### src/design/pydm_pkg.sv
package pydm_pkg;

    localparam int MAX_QUBITS  = 6;
    localparam int DIM_W       = MAX_QUBITS;
    localparam int STORE_DEPTH = ((1 << MAX_QUBITS) * ((1 << MAX_QUBITS) + 1)) / 2;
    localparam int ADDR_W      = $clog2(STORE_DEPTH);
    localparam int PART_W      = 32;
    localparam int DATA_W      = 2 * PART_W;
    localparam int QB_W        = 3;

    localparam logic [1:0] OP_WRITE   = 2'd0;
    localparam logic [1:0] OP_READ    = 2'd1;
    localparam logic [1:0] OP_APPLY_Y = 2'd2;

    localparam logic ST_DONE  = 1'b0;
    localparam logic ST_ERROR = 1'b1;

    typedef struct packed {
        logic [1:0]               opcode;
        logic [DIM_W-1:0]         row;
        logic [DIM_W-1:0]         col;
        logic signed [PART_W-1:0] in_re;
        logic signed [PART_W-1:0] in_im;
        logic [QB_W-1:0]          target;
    } t_in_item;

    typedef struct packed {
        logic signed [PART_W-1:0] out_re;
        logic signed [PART_W-1:0] out_im;
        logic                     status;
    } t_out_item;

    typedef enum logic [2:0] {
        S_IDLE,
        S_READ,
        S_Y_SCAN,
        S_Y_RDB,
        S_Y_WRA,
        S_Y_WRB,
        S_DONE
    } t_state;

    // sweep control from the sequencer
    typedef struct packed {
        logic            start;
        logic            step;
        logic [QB_W-1:0] target;
        logic [QB_W-1:0] qubits;
    } t_sweep_ctl;

    // current sweep position and the pair it belongs to
    typedef struct packed {
        logic [ADDR_W-1:0] own_idx;
        logic [ADDR_W-1:0] part_idx;
        logic              do_pair;
        logic              neg_re;
        logic              neg_im;
        logic              last;
    } t_sweep_pos;

    function automatic logic signed [PART_W-1:0] neg_sat(input logic signed [PART_W-1:0] x);
        logic signed [PART_W-1:0] min_val;
        min_val = {1'b1, {(PART_W-1){1'b0}}};
        if (x == min_val) begin
            return {1'b0, {(PART_W-1){1'b1}}};
        end
        return -x;
    endfunction

    // lower-triangle entry index, row-major, r >= c
    function automatic logic [ADDR_W-1:0] tri_idx(input logic [DIM_W-1:0] r,
                                                   input logic [DIM_W-1:0] c);
        logic [2*DIM_W:0] prod;
        prod = {{(DIM_W+1){1'b0}}, r} * ({{(DIM_W+1){1'b0}}, r} + {{(2*DIM_W){1'b0}}, 1'b1});
        return prod[ADDR_W:1] + {{(ADDR_W-DIM_W){1'b0}}, c};
    endfunction

    function automatic logic [QB_W-1:0] eff_qubits(input logic [QB_W-1:0] q);
        if (q < QB_W'(1)) begin
            return QB_W'(1);
        end
        if (q > QB_W'(MAX_QUBITS)) begin
            return QB_W'(MAX_QUBITS);
        end
        return q;
    endfunction

    function automatic logic [DATA_W-1:0] y_xform(input logic [DATA_W-1:0] v,
                                                   input logic nre, input logic nim);
        logic signed [PART_W-1:0] re;
        logic signed [PART_W-1:0] im;
        re = v[DATA_W-1:PART_W];
        im = v[PART_W-1:0];
        if (nre) begin
            re = neg_sat(re);
        end
        if (nim) begin
            im = neg_sat(im);
        end
        return {re, im};
    endfunction

endpackage

### src/design/pydm_sweep.sv
module pydm_sweep (
    input  logic                   i_clk,
    input  logic                   i_rst_n,
    input  pydm_pkg::t_sweep_ctl   i_ctl,
    output pydm_pkg::t_sweep_pos   o_pos
);

    logic [pydm_pkg::DIM_W-1:0] r_row, n_row;
    logic [pydm_pkg::DIM_W-1:0] r_col, n_col;
    logic [pydm_pkg::DIM_W-1:0] r_last_row, n_last_row;
    logic [pydm_pkg::QB_W-1:0]  r_tgt, n_tgt;

    logic [pydm_pkg::DIM_W-1:0] mask;
    logic [pydm_pkg::DIM_W-1:0] row_x, col_x, prow, pcol;
    logic                       flip;
    logic [pydm_pkg::DIM_W-1:0] diff;

    always_comb begin
        mask  = pydm_pkg::DIM_W'(1) << r_tgt;
        row_x = r_row ^ mask;
        col_x = r_col ^ mask;
        flip  = row_x < col_x;
        prow  = flip ? col_x : row_x;
        pcol  = flip ? row_x : col_x;
        diff  = (r_row ^ r_col) & mask;

        o_pos.own_idx  = pydm_pkg::tri_idx(r_row, r_col);
        o_pos.part_idx = pydm_pkg::tri_idx(prow, pcol);
        // a pair is handled from its lower-indexed member; a self-mirrored entry too
        o_pos.do_pair  = o_pos.own_idx <= o_pos.part_idx;
        o_pos.neg_re   = diff != '0;
        o_pos.neg_im   = (diff != '0) ^ flip;
        o_pos.last     = (r_row == r_last_row) && (r_col == r_row);
    end

    always_comb begin
        n_row      = r_row;
        n_col      = r_col;
        n_last_row = r_last_row;
        n_tgt      = r_tgt;
        if (i_ctl.start) begin
            n_row      = '0;
            n_col      = '0;
            n_tgt      = i_ctl.target;
            n_last_row = pydm_pkg::DIM_W'((pydm_pkg::DIM_W+1)'(1) << i_ctl.qubits) - 1'b1;
        end else if (i_ctl.step) begin
            if (r_col == r_row) begin
                n_row = r_row + 1'b1;
                n_col = '0;
            end else begin
                n_col = r_col + 1'b1;
            end
        end
    end

    always_ff @(posedge i_clk) begin
        if (!i_rst_n) begin
            r_row      <= '0;
            r_col      <= '0;
            r_last_row <= '0;
            r_tgt      <= '0;
        end else begin
            r_row      <= n_row;
            r_col      <= n_col;
            r_last_row <= n_last_row;
            r_tgt      <= n_tgt;
        end
    end

endmodule

### config.mk
export PLATFORM = sky130hd
export DESIGN_NAME = pydm_sweep
export DESIGN_NICKNAME = d
export VERILOG_FILES = /design/src/design/pydm_pkg.sv /design/src/design/pydm_sweep.sv
export SDC_FILE = /design/constraint.sdc
export NUM_CORES = 1
export LEC_CHECK = 0
export ABC_AREA = 1
export CAP_MARGIN = 10
export CELL_PAD_IN_SITES_DETAIL_PLACEMENT = 0
export CELL_PAD_IN_SITES_GLOBAL_PLACEMENT = 1
export CORE_ASPECT_RATIO = 2
export CORE_MARGIN = 3
export CORE_UTILIZATION = 45
export CTS_CLUSTER_SIZE = 25
export DETAILED_ROUTE_END_ITERATION = 12
export DONT_BUFFER_PORTS = 1
export GPL_TIMING_DRIVEN = 0
export PLACE_DENSITY = 0.82
export RECOVER_POWER = 25
export SYNTH_ARGS = -nofsm -noshare
export SYNTH_HDL_FRONTEND = slang
export SYNTH_SLANG_ARGS = --single-unit
### constraint.sdc
create_clock -name i_clk -period 12.7 [get_ports i_clk]
set_input_delay 3.175 -clock i_clk [delete_from_list [all_inputs] [get_ports i_clk]]
set_output_delay 3.175 -clock i_clk [all_outputs]
set_load 0.005 [all_outputs]
Word-level counts from Yosys, hierarchy flattened
Index checks and enable logic that the tools add are counted.
{"block": "op_classes", "n_mux": 3, "shift": 2, "n_eq_ne": 2, "reduce_logical": 4, "add_sub_neg": 7, "multipliers": 2, "n_bitwise": 6, "magnitude_cmp": 2}
{"cell": "6-bit by 7-bit multiplier with 13-bit output", "count": 2}
{"cell": "12-bit by 6-bit adder with 12-bit output", "count": 2}
{"cell": "6-bit two-way mux", "count": 3}
{"cell": "6-bit XOR", "count": 3}
{"cell": "6-bit by 1-bit adder with 7-bit output, second input constant", "count": 2}
{"cell": "6-bit by 1-bit adder with 6-bit output, second input constant", "count": 2}
{"cell": "6-bit equality test", "count": 2}
{"cell": "12-bit less-or-equal comparator", "count": 1}
{"cell": "1-bit by 3-bit left shift with 6-bit output, first input constant", "count": 2}
{"cell": "6-bit bitwise AND", "count": 1}
{"cell": "6-bit less-than comparator", "count": 1}
{"cell": "6-bit nonzero test", "count": 1}
{"cell": "6-bit by 1-bit subtractor with 6-bit output, second input constant", "count": 1}
{"cell": "2-bit AND reduction", "count": 1}
{"cell": "2-bit OR reduction", "count": 1}
{"cell": "1-bit logical AND", "count": 1}
{"cell": "1-bit NOT", "count": 1}
{"cell": "1-bit XOR", "count": 1}
{"block": "word_totals", "input_bits": 10, "output_inout_bits": 28, "reg_bits": 21, "word_cells": 32}

Longest topological paths before layout
Gate-level depths: netlist of run 1.
{"block": "logic_depth", "depth_word": 8, "depth_mapped": 40, "mapped_depth_nobuf": 40}

Least setup slack after synthesis of run 1
OpenSTA, ideal clock, no wires.
{"block": "synth_timing", "path_kind": "register -> output", "startpoint": "register r_row[2] (netlist bit)", "endpoint": "output o_pos[3] (netlist bit)", "required_ns": 9.525, "path_slack_ns": 3.097, "n_path_buf": 1, "t_arrival_ns": 6.428, "stages_incl_launch_ff": 33, "path_cell_list": "dfxtp_1 buf_4 clkinv_1 nand3_1 nand2_1 nand3_1 nand2_1 nand2_2 nand3_4 nand2_1 nand2_1 nor2_4 inv_1 ha_1 or2_2 fa_1 fa_1 fa_1 inv_1 ha_1 xor2_1 ha_1 inv_1 o21ai_0 nand2_1 nand2_1 nand3_1 nor2_1 xor2_1 inv_1 ha_1 nand4_1 o41ai_1"}
{"element": "start: declaration", "line": "pydm_sweep.sv:8", "rtl": "logic [pydm_pkg::DIM_W-1:0] r_row, n_row;"}
{"element": "start signal: assignment", "line": "pydm_sweep.sv:63", "rtl": "r_row <= n_row;"}
{"element": "end: declaration", "line": "pydm_sweep.sv:5", "rtl": "output pydm_pkg::t_sweep_pos o_pos"}

==> results of run 1 <==
==> power by group through the flow <==
stage	Sequential (mW)	Clock, mW	Combinational (mW)
after detailed placement	0.0754	0	0.746
after CTS	0.0739	0.0679	0.752
after global routing	0.0745	0.0714	0.851
after global placement	0.0752	0	0.725
final	0.0741	0.0662	0.750
after floorplan	0.0740	0	0.560
==> final timing paths <==
path	from	to	slack [ns]	depth (start not counted)
setup / recovery	r_row[2]	o_pos[3]	1.65	33
setup reg to reg	r_row[5]	r_row[4]	10.54	8
hold reg to reg	r_last_row[5]	r_last_row[5]	0.50	2
hold / removal	r_last_row[5]	r_last_row[5]	0.50	2
==> cell usage after synthesis (2+ instances only) <==
library cell	count	area (µm²)
nand2_1	142	533
inv_1	137	514
nor2_1	78	293
ha_1	76	951
fa_1	43	861
nand3_1	38	190
a21oi_1	36	180
o21ai_0	25	125
xor2_1	24	210
nand4_1	23	144
dfxtp_1	21	420
xnor2_1	16	140
nand2_2	7	43.8
nor4_1	6	37.5
buf_2	5	25.0
a21o_1	4	30.0
inv_2	4	15.0
o211ai_1	4	30.0
clkbuf_1	3	11.3
nor2_4	3	33.8
nor3_1	3	15.0
o22ai_1	3	18.8
or2_2	3	18.8
a211oi_1	2	15.0
nand3_2	2	20.0
nand3_4	2	35.0
o21bai_1	2	15.0
==> cell families after synthesis <==
group	synth area share, %
DFF	8.34
and+or+nand+nor	27.5
adders and majority gates	35.9
xor gates and xnor gates	6.95
AOI/OAI and AO/OA	9.60
buffers and inverters	11.7
==> cell type report <==
class                           instances  share of cell area (%)
Sequential cell                        21                    7.93
Tap cell                              140                    3.31
Clock inverter                          1                  0.0945
Buffer                                 10                    1.04
Clock buffer                            3                    1.42
Inverter                              142                    10.1
Multi-Input combinational cell        554                    76.2
==> per-stage QoR <==
step	hold slack (ns)	worst slack, ns	instance area [µm²]	std cells	total power [mW]
3_5_place_dp	0.500	1.98	5220	867	0.821
4_1_cts	0.510	1.67	5300	871	0.894
2_1_floorplan	0.463	3.10	5040	727	0.634
5_1_grt	0.539	1.14	5300	871	0.997
6_report	0.504	1.65	5300	871	0.890
3_3_place_gp	0.477	2.07	5220	867	0.801
==> layer usage <==
layer	GRT usage, %	wire [µm]	share of wire, %
met1	20.1	4560	33
met3	2.31	338	2.5
met4	8.46	489	3.6
met2	48.4	8260	61
met5	0	0	0
==> state kept, by name (all words and copies together), names as in the netlist <==
register	flops
r_row	6
r_last_row	6
r_col	6
r_tgt	3
==> worst register-to-register path: stages (launching register included) <==
cell,delay (ns)
dfxtp_1,0.34
buf_2,0.26
xnor2_1,0.22
nand2_1,0.12
nor2_1,0.24
nand4_1,0.27
clkbuf_1,0.30
o21ai_0,0.23
a21oi_1,0.06
==> metrics.md, run 1 <==
| Metric | Value |
|---|---|
| Longest Clk Path Bufs | 2 |
| Layout cells sized above 1 | 4.79% |
| Avg WL per Cell | 15.7 µm |
| # diodes | 0 |
| Status | complete, no violations |
| Router iterations before antenna repair | 4 |
| CP Class | register to output port |
| Unrepaired setup endpoints after global routing | false |
| Final hold violations | 0 |
| Vias in the first global route | 4913 |
| P_sw | 0.516 mW |
| Most frequent cells in the layout | 142 x nand2_1, 137 x inv_1, 78 x nor2_1 |
| Worst slew pin tran | 0.836 ns |
| # DRC | 0 |
| Reg area | 420 µm² |
| Crit path max fanout | 10 |
| CTS buffer count | 3 |
| Fin crit share | 87.0% |
| P_int | 0.374 mW |
| Sum of buffers and inverters on the critical path | 6 |
| I/O pin total | 38 |
| TNS Setup | 0 ns |
| Initial antenna violation count | 0 |
| Number of synthesized register bits | 21 |
| Row count | 54 |
| Synth async-reset ratio | 0% |
| DR vias | 4664 |
| Post-DP HPWL | 11.9 mm |
| Worst rel slew slack | 43.8% |
| Clk_lat worst skew | 0.25 ns |
| Clock power share | 7.4% |
| Vias per inst | 5.35 |
| Top Family by Delay on Critical Path | adder cells |
| Number of library cell types mapped by synthesis | 42 |
| Crit path required time | 9.52 ns |
| # setup viols final | 0 |
| Die H | 156 µm |
| GRT Overall Usage | 22.7% |
| Layout area overhead | 5.06% |
| Worst EP arrival | 7.87 ns |
| Cells after synthesis | 727 |
| P_leak | 2.89 nW |
| 1st-iter DRT viols | 109 |
| CTS tree | done |
| Sw Share | 58.0% |
| Class of the worst hold path | register to register |
| Die footprint | 12600 µm² |
| GRT Residual Overflow | 0 |
| CTS clock-pin slew for the worst setup and hold paths | 0.06 ns |
| Port bufs | 0 |
| Crit end category | output port |
| CP max-delay cell | o41ai_1 |
| H-tree depth | 1 |
| Clk sink count | 21 |
| Mean post-synth cell area | 6.94 µm² |
| Die X | 80.9 µm |
| WL final | 13.6 mm |
| Ys flop type | dfxtp_1 |
| Flop pwr share | 8.3% |
| Nets | 861 |
| VDD IR max | 0.0000770 V |
| Power per cell area | 168 nW/µm² |
| Most common library cell in the layout ignoring fill and taps | nand2_1 |
| Post-synthesis instance area | 5040 µm² |
| Max-cap violations | 0 |
| Initial Util | 46.1% |
| Core area | 10900 µm² |
| Cts repair resizes | 0 |
| CTS Root Cell | clkbuf_16 |
| Min Tclk post-route | 11.05 ns |
| Largest net degree at the start of global routing | 13 |
| Area of the multi-input gates | 4040 µm² |
| Post-DRT Antenna Nets | 0 |
| Clk_skew | 0.000959 ns |
| Cell mode on critical path | nand2_1 |
| Synth Warn # | 0 |
| Register area share after synthesis | 8.34% |
| Post-CTS Setup Inserts | 0 |
| Core Util, Final | 48.4% |
| Hold Buf Count CTS | 0 |
| RePlAce Congestion | 0.887 |
| Final slew viol count | 0 |
| Logic gate share of total power | 84.2% |
| Wire length of the first global-routing pass | 22.6 mm |
| Crit start category | register |
| Number of synthesized flops with an enable pin | 0 |
| Syn_nets | 856 |
| Largest stage delay on the critical path | 0.67 ns |
| Fillcell total | 1182 |
| Max Freq | 90.5 MHz |
Note: power is estimated with default switching activity, not from simulation.
==> run 2: changes to the inputs <==
--- a/config.mk
+++ b/config.mk
@@ -12,6 +12,7 @@
 export CORE_ASPECT_RATIO = 2
 export CORE_MARGIN = 3
 export CORE_UTILIZATION = 45
+export CTS_BUF_LIST = sky130_fd_sc_hd__clkbuf_2
 export CTS_CLUSTER_SIZE = 25
 export DETAILED_ROUTE_END_ITERATION = 12
 export DONT_BUFFER_PORTS = 1
==> run 2 against run 1 <==
  * Register-to-register slack hardly changed
  * Die area is the same
  * Utilization down 0.55 points
  * Via count fell by 0.11%
  * Sequential share of layout area increased by 0.091 points
  * Wire length fell by 0.12%
  * Highest routed layer unchanged
==> metrics.md, run 2 (synthesized netlist as in run 1, its figures left out) <==
| Metric | Value |
|---|---|
| Cell mode on critical path | nand2_1 |
| Worst EP arrival | 7.99 ns |
| Crit path required time | 9.52 ns |
| Worst slew pin tran | 0.835 ns |
| Fin Hold WS | 0.519 ns |
| TNS Setup | 0 ns |
| Post-DRT Antenna Nets | 0 |
| Max Freq | 89.5 MHz |
| Crit end category | output port |
| Top Family by Delay on Critical Path | adder cells |
| Largest stage delay on the critical path | 0.66 ns |
| Avg WL per Cell | 15.6 µm |
| Port bufs | 0 |
| WL met1 | 4.52 mm |
| FF-to-FF Start | r_row[5] |
| Most frequent cells in the layout | 142 x nand2_1, 137 x inv_1, 78 x nor2_1 |
| Unrepaired setup endpoints after global routing | false |
| Die X | 80.9 µm |
| Max Used Layer | met4 |
| Post-DP HPWL | 11.9 mm |
| Met3 WL post-DR | 340 µm |
| Core Util, Final | 47.9% |
| Initial Util | 46.1% |
| VDD IR max | 0.0000769 V |
| Dpl cells | 867 |
| GRT Overall Usage | 22.6% |
| Worst rel slew slack | 43.8% |
| H-tree depth | 1 |
| # diodes | 0 |
| Die footprint | 12600 µm² |
| Fin cells | 871 |
| Nets | 861 |
| Min Tclk post-route | 11.17 ns |
| Vias per inst | 5.35 |
| Clk_skew | 0.00521 ns |
| P_leak | 2.87 nW |
| 1st-iter DRT viols | 109 |
| CP Class | register to output port |
| Most common library cell in the layout ignoring fill and taps | nand2_1 |
| Class of the worst hold path | register to register |
| R2R depth | 8 |
| Stages on worst setup path | 33 |
| Crit start category | register |
| Hold path startpoint | r_last_row[5] |
| Hold path depth | 2 |
| Status | complete, no violations |
| Sum of buffers and inverters on the critical path | 6 |
| Fin crit share | 88.0% |
| CP max-delay cell | o41ai_1 |
| RePlAce Congestion | 0.887 |
| Vias in the first global route | 4896 |
| # DRC | 0 |
| Final hold violations | 0 |
| Power per cell area | 162 nW/µm² |
| GRT Residual Overflow | 0 |
| Fillcell total | 1187 |
| DR vias | 4659 |
| Cts repair resizes | 0 |
| Layout area overhead | 3.87% |
| Initial antenna violation count | 0 |
| Clk sink count | 21 |
| Row count | 54 |
| Largest registers | r_col x6, r_last_row x6, r_row x6 |
| CTS buffer count | 3 |
| CTS clock-pin slew for the worst setup and hold paths | 0.20 ns |
| CTS tree | done |
| Largest net degree at the start of global routing | 13 |
| Max-cap violations | 0 |
| Wire length of the first global-routing pass | 22.6 mm |
| Router iterations before antenna repair | 4 |
| Critical Path Start | r_row[2] |
| Longest Clk Path Bufs | 2 |
| Met2 wire length | 8.26 mm |
| WL final | 13.6 mm |
| Post-CTS Setup Inserts | 0 |
| Die H | 156 µm |
| Final slew viol count | 0 |
| I/O pin total | 38 |
| Core area | 10900 µm² |
| Clk_lat worst skew | 0.33 ns |
| Crit path max fanout | 10 |
| # setup viols final | 0 |
| Hold Buf Count CTS | 0 |
| CTS Root Cell | clkbuf_2 |
| Layout cells sized above 1 | 4.79% |
run 2: changes by cell type in the layout (fill, tap and decap cells not counted):
cell and delta:
clkbuf_16 -3, clkbuf_2 +3
run 2: power breakdown:
| part | switching [mW] | total (mW) | internal (mW) |
|---|---|---|---|
| Combinational | 0.486 | 0.747 | 0.261 |
| Sequential | 0.00435 | 0.0741 | 0.0698 |
| Clock | 0.0212 | 0.0283 | 0.00714 |
run 2: area by class of cell:
type / instances / area, µm² / area share, %
buffer: 10 / 55.1 / 1.05
clock buffer: 3 / 15.0 / 0.287
clock inverter: 1 / 5.00 / 0.0955
inverter: 142 / 533 / 10.2
multi-input combinational: 554 / 4040 / 77.0
sequential: 21 / 420 / 8.02
tap: 140 / 175 / 3.34
run 2: worst register-to-register path, cell delays in order (launching register included):
cell	delay, ns
dfxtp_1	0.39
buf_2	0.25
xnor2_1	0.22
nand2_1	0.12
nor2_1	0.23
nand4_1	0.28
clkbuf_1	0.30
o21ai_0	0.22
a21oi_1	0.06
run 2: metrics by stage:
stage / instance area [µm²] / setup WS, ns / total power, mW
6_report: 5240 / 1.53 / 0.849
3_3_place_gp: 5220 / 2.07 / 0.801
4_1_cts: 5240 / 1.53 / 0.855
3_5_place_dp: 5220 / 1.98 / 0.821
2_1_floorplan: 5040 / 3.10 / 0.634
5_1_grt: 5240 / 0.978 / 0.958
run 2: worst paths after layout:
path	slack, ns	end
worst min-delay path	0.52	r_last_row[5]
worst min register to register	0.52	r_last_row[5]
worst max register to register	10.55	r_row[4]
worst max-delay path	1.53	o_pos[3]
run 2: per-layer routing:
| layer | GRT usage (%) | up-vias |
|---|---|---|
| li1 | - | 2337 |
| met4 | 8.30 | 0 |
| met3 | 2.14 | 37 |
| met2 | 48.5 | 71 |
| met5 | 0 | - |
| met1 | 20.1 | 2214 |
==> run 3: changes to the inputs <==
--- a/config.mk
+++ b/config.mk
@@ -12,7 +12,7 @@
 export CORE_ASPECT_RATIO = 2
 export CORE_MARGIN = 3
 export CORE_UTILIZATION = 45
-export CTS_BUF_LIST = sky130_fd_sc_hd__clkbuf_2
+export CTS_BUF_LIST = sky130_fd_sc_hd__clkbuf_8
 export CTS_CLUSTER_SIZE = 25
 export DETAILED_ROUTE_END_ITERATION = 12
 export DONT_BUFFER_PORTS = 1
==> run 3 against run 2 <==
  * First-iteration DRC count fell by 5.5%
  * Non-clock buffer count did not move
  * Maximum frequency rose by 0.97%
  * Largest cell class unchanged
  * Global-route usage barely moved
  * Hold slack got worse by 0.012 ns
==> metrics.md, run 3 (synthesized netlist as in run 1, its figures left out) <==
| Metric | Value |
|---|---|
| Status | complete, no violations |
| Crit path required time | 9.52 ns |
| Final hold violations | 0 |
| Cell mode on critical path | nand2_1 |
| CTS tree | done |
| CTS Root Cell | clkbuf_8 |
| Wire length of the first global-routing pass | 22.6 mm |
| Largest net degree at the start of global routing | 13 |
| TNS Setup | 0 ns |
| Post-DP HPWL | 11.9 mm |
| # setup viols final | 0 |
| Min Tclk post-route | 11.06 ns |
| Crit path max fanout | 10 |
| Fin Hold WS | 0.508 ns |
| Class of the worst hold path | register to register |
| Worst slew pin tran | 0.835 ns |
| Vias in the first global route | 4910 |
| I/O pin total | 38 |
| Layout area overhead | 4.39% |
| Largest registers | r_col x6, r_last_row x6, r_row x6 |
| Row count | 54 |
| Die footprint | 12600 µm² |
| Nets | 861 |
| Vias per inst | 5.36 |
| GRT Residual Overflow | 0 |
| Core area | 10900 µm² |
| Crit end category | output port |
| VDD IR max | 0.0000770 V |
| Initial antenna violation count | 0 |
| Clk_skew | 0.00309 ns |
| Hold Buf Count CTS | 0 |
| Crit start category | register |
| DR vias | 4669 |
| Hold path depth | 2 |
| 1st-iter DRT viols | 103 |
| Post-CTS Setup Inserts | 0 |
| Dpl cells | 867 |
| Most frequent cells in the layout | 142 x nand2_1, 137 x inv_1, 78 x nor2_1 |
| Die H | 156 µm |
| Final slew viol count | 0 |
| CP max-delay cell | o41ai_1 |
| Avg WL per Cell | 15.6 µm |
| Max-cap violations | 0 |
| Router iterations before antenna repair | 4 |
| Die X | 80.9 µm |
| Most common library cell in the layout ignoring fill and taps | nand2_1 |
| R2R depth | 8 |
| Clk_lat worst skew | 0.26 ns |
| Worst rel slew slack | 43.8% |
| Longest Clk Path Bufs | 2 |
| Initial Util | 46.1% |
| CTS clock-pin slew for the worst setup and hold paths | 0.08 ns |
| Unrepaired setup endpoints after global routing | false |
| Post-DRT Antenna Nets | 0 |
| Fin crit share | 87.1% |
| # diodes | 0 |
| Power per cell area | 164 nW/µm² |
| CTS buffer count | 3 |
| Clk sink count | 21 |
| P_leak | 2.88 nW |
| GRT Overall Usage | 22.6% |
| RePlAce Congestion | 0.887 |
| WL final | 13.6 mm |
| # DRC | 0 |
| CP Class | register to output port |
| Port bufs | 0 |
| Layout cells sized above 1 | 4.79% |
| Largest stage delay on the critical path | 0.66 ns |
| Overall power | 0.865 mW |
| H-tree depth | 1 |
| Fin cells | 871 |
| Worst EP arrival | 7.89 ns |
| Cts repair resizes | 0 |
| Max Freq | 90.4 MHz |
## run 3: worst paths after layout
| kind | start | end | slack, ns |
|---|---|---|---|
| worst min-delay path | r_last_row[5] | r_last_row[5] | 0.51 |
| worst min register to register | r_last_row[5] | r_last_row[5] | 0.51 |
| worst max register to register | r_row[5] | r_row[4] | 10.55 |
| worst max-delay path | r_row[2] | o_pos[3] | 1.64 |
## run 3: where the power goes
part	switching, mW	internal [mW]	leakage (nW)
clock	0.0227	0.0219	0.0255
sequential	0.00432	0.0696	0.172
combinational	0.485	0.261	2.68
## run 3: metrics by stage
stage	util, %	instance area (µm²)	setup slack, ns
floorplan	-	5040	3.10
global placement	47.7	5220	2.07
detailed placement	47.7	5220	1.98
CTS	48.1	5270	1.66
global route	48.1	5270	1.12
finish	48.1	5270	1.64
## run 3: final cells by class
type,instances,area (µm²)
multi-input cells,554,4040
clock inverters,1,5.00
well taps,140,175
flip-flops and latches,21,420
plain buffers,10,55.1
inverters,142,533
clock buffers,3,41.3
fillers,1183,5680
## run 3: layer usage
layer	GRT usage (%)	wire length, µm	vias up
met2	48.5	8240	71
met5	0	0	-
met3	2.31	332	42
met4	8.22	532	0
li1	-	-	2333
met1	20.0	4510	2223
## run 3: critical path, delay by kind of cell, from the launching register on
kind,cells,cell delay [ns]
and+or+nand+nor,16,2.33
adders and majority gates,7,2.92
xor gates and xnor gates,2,0.42
buffers and inverters,6,0.72
AOI/OAI and AO/OA,2,0.87
DFF,1,0.34
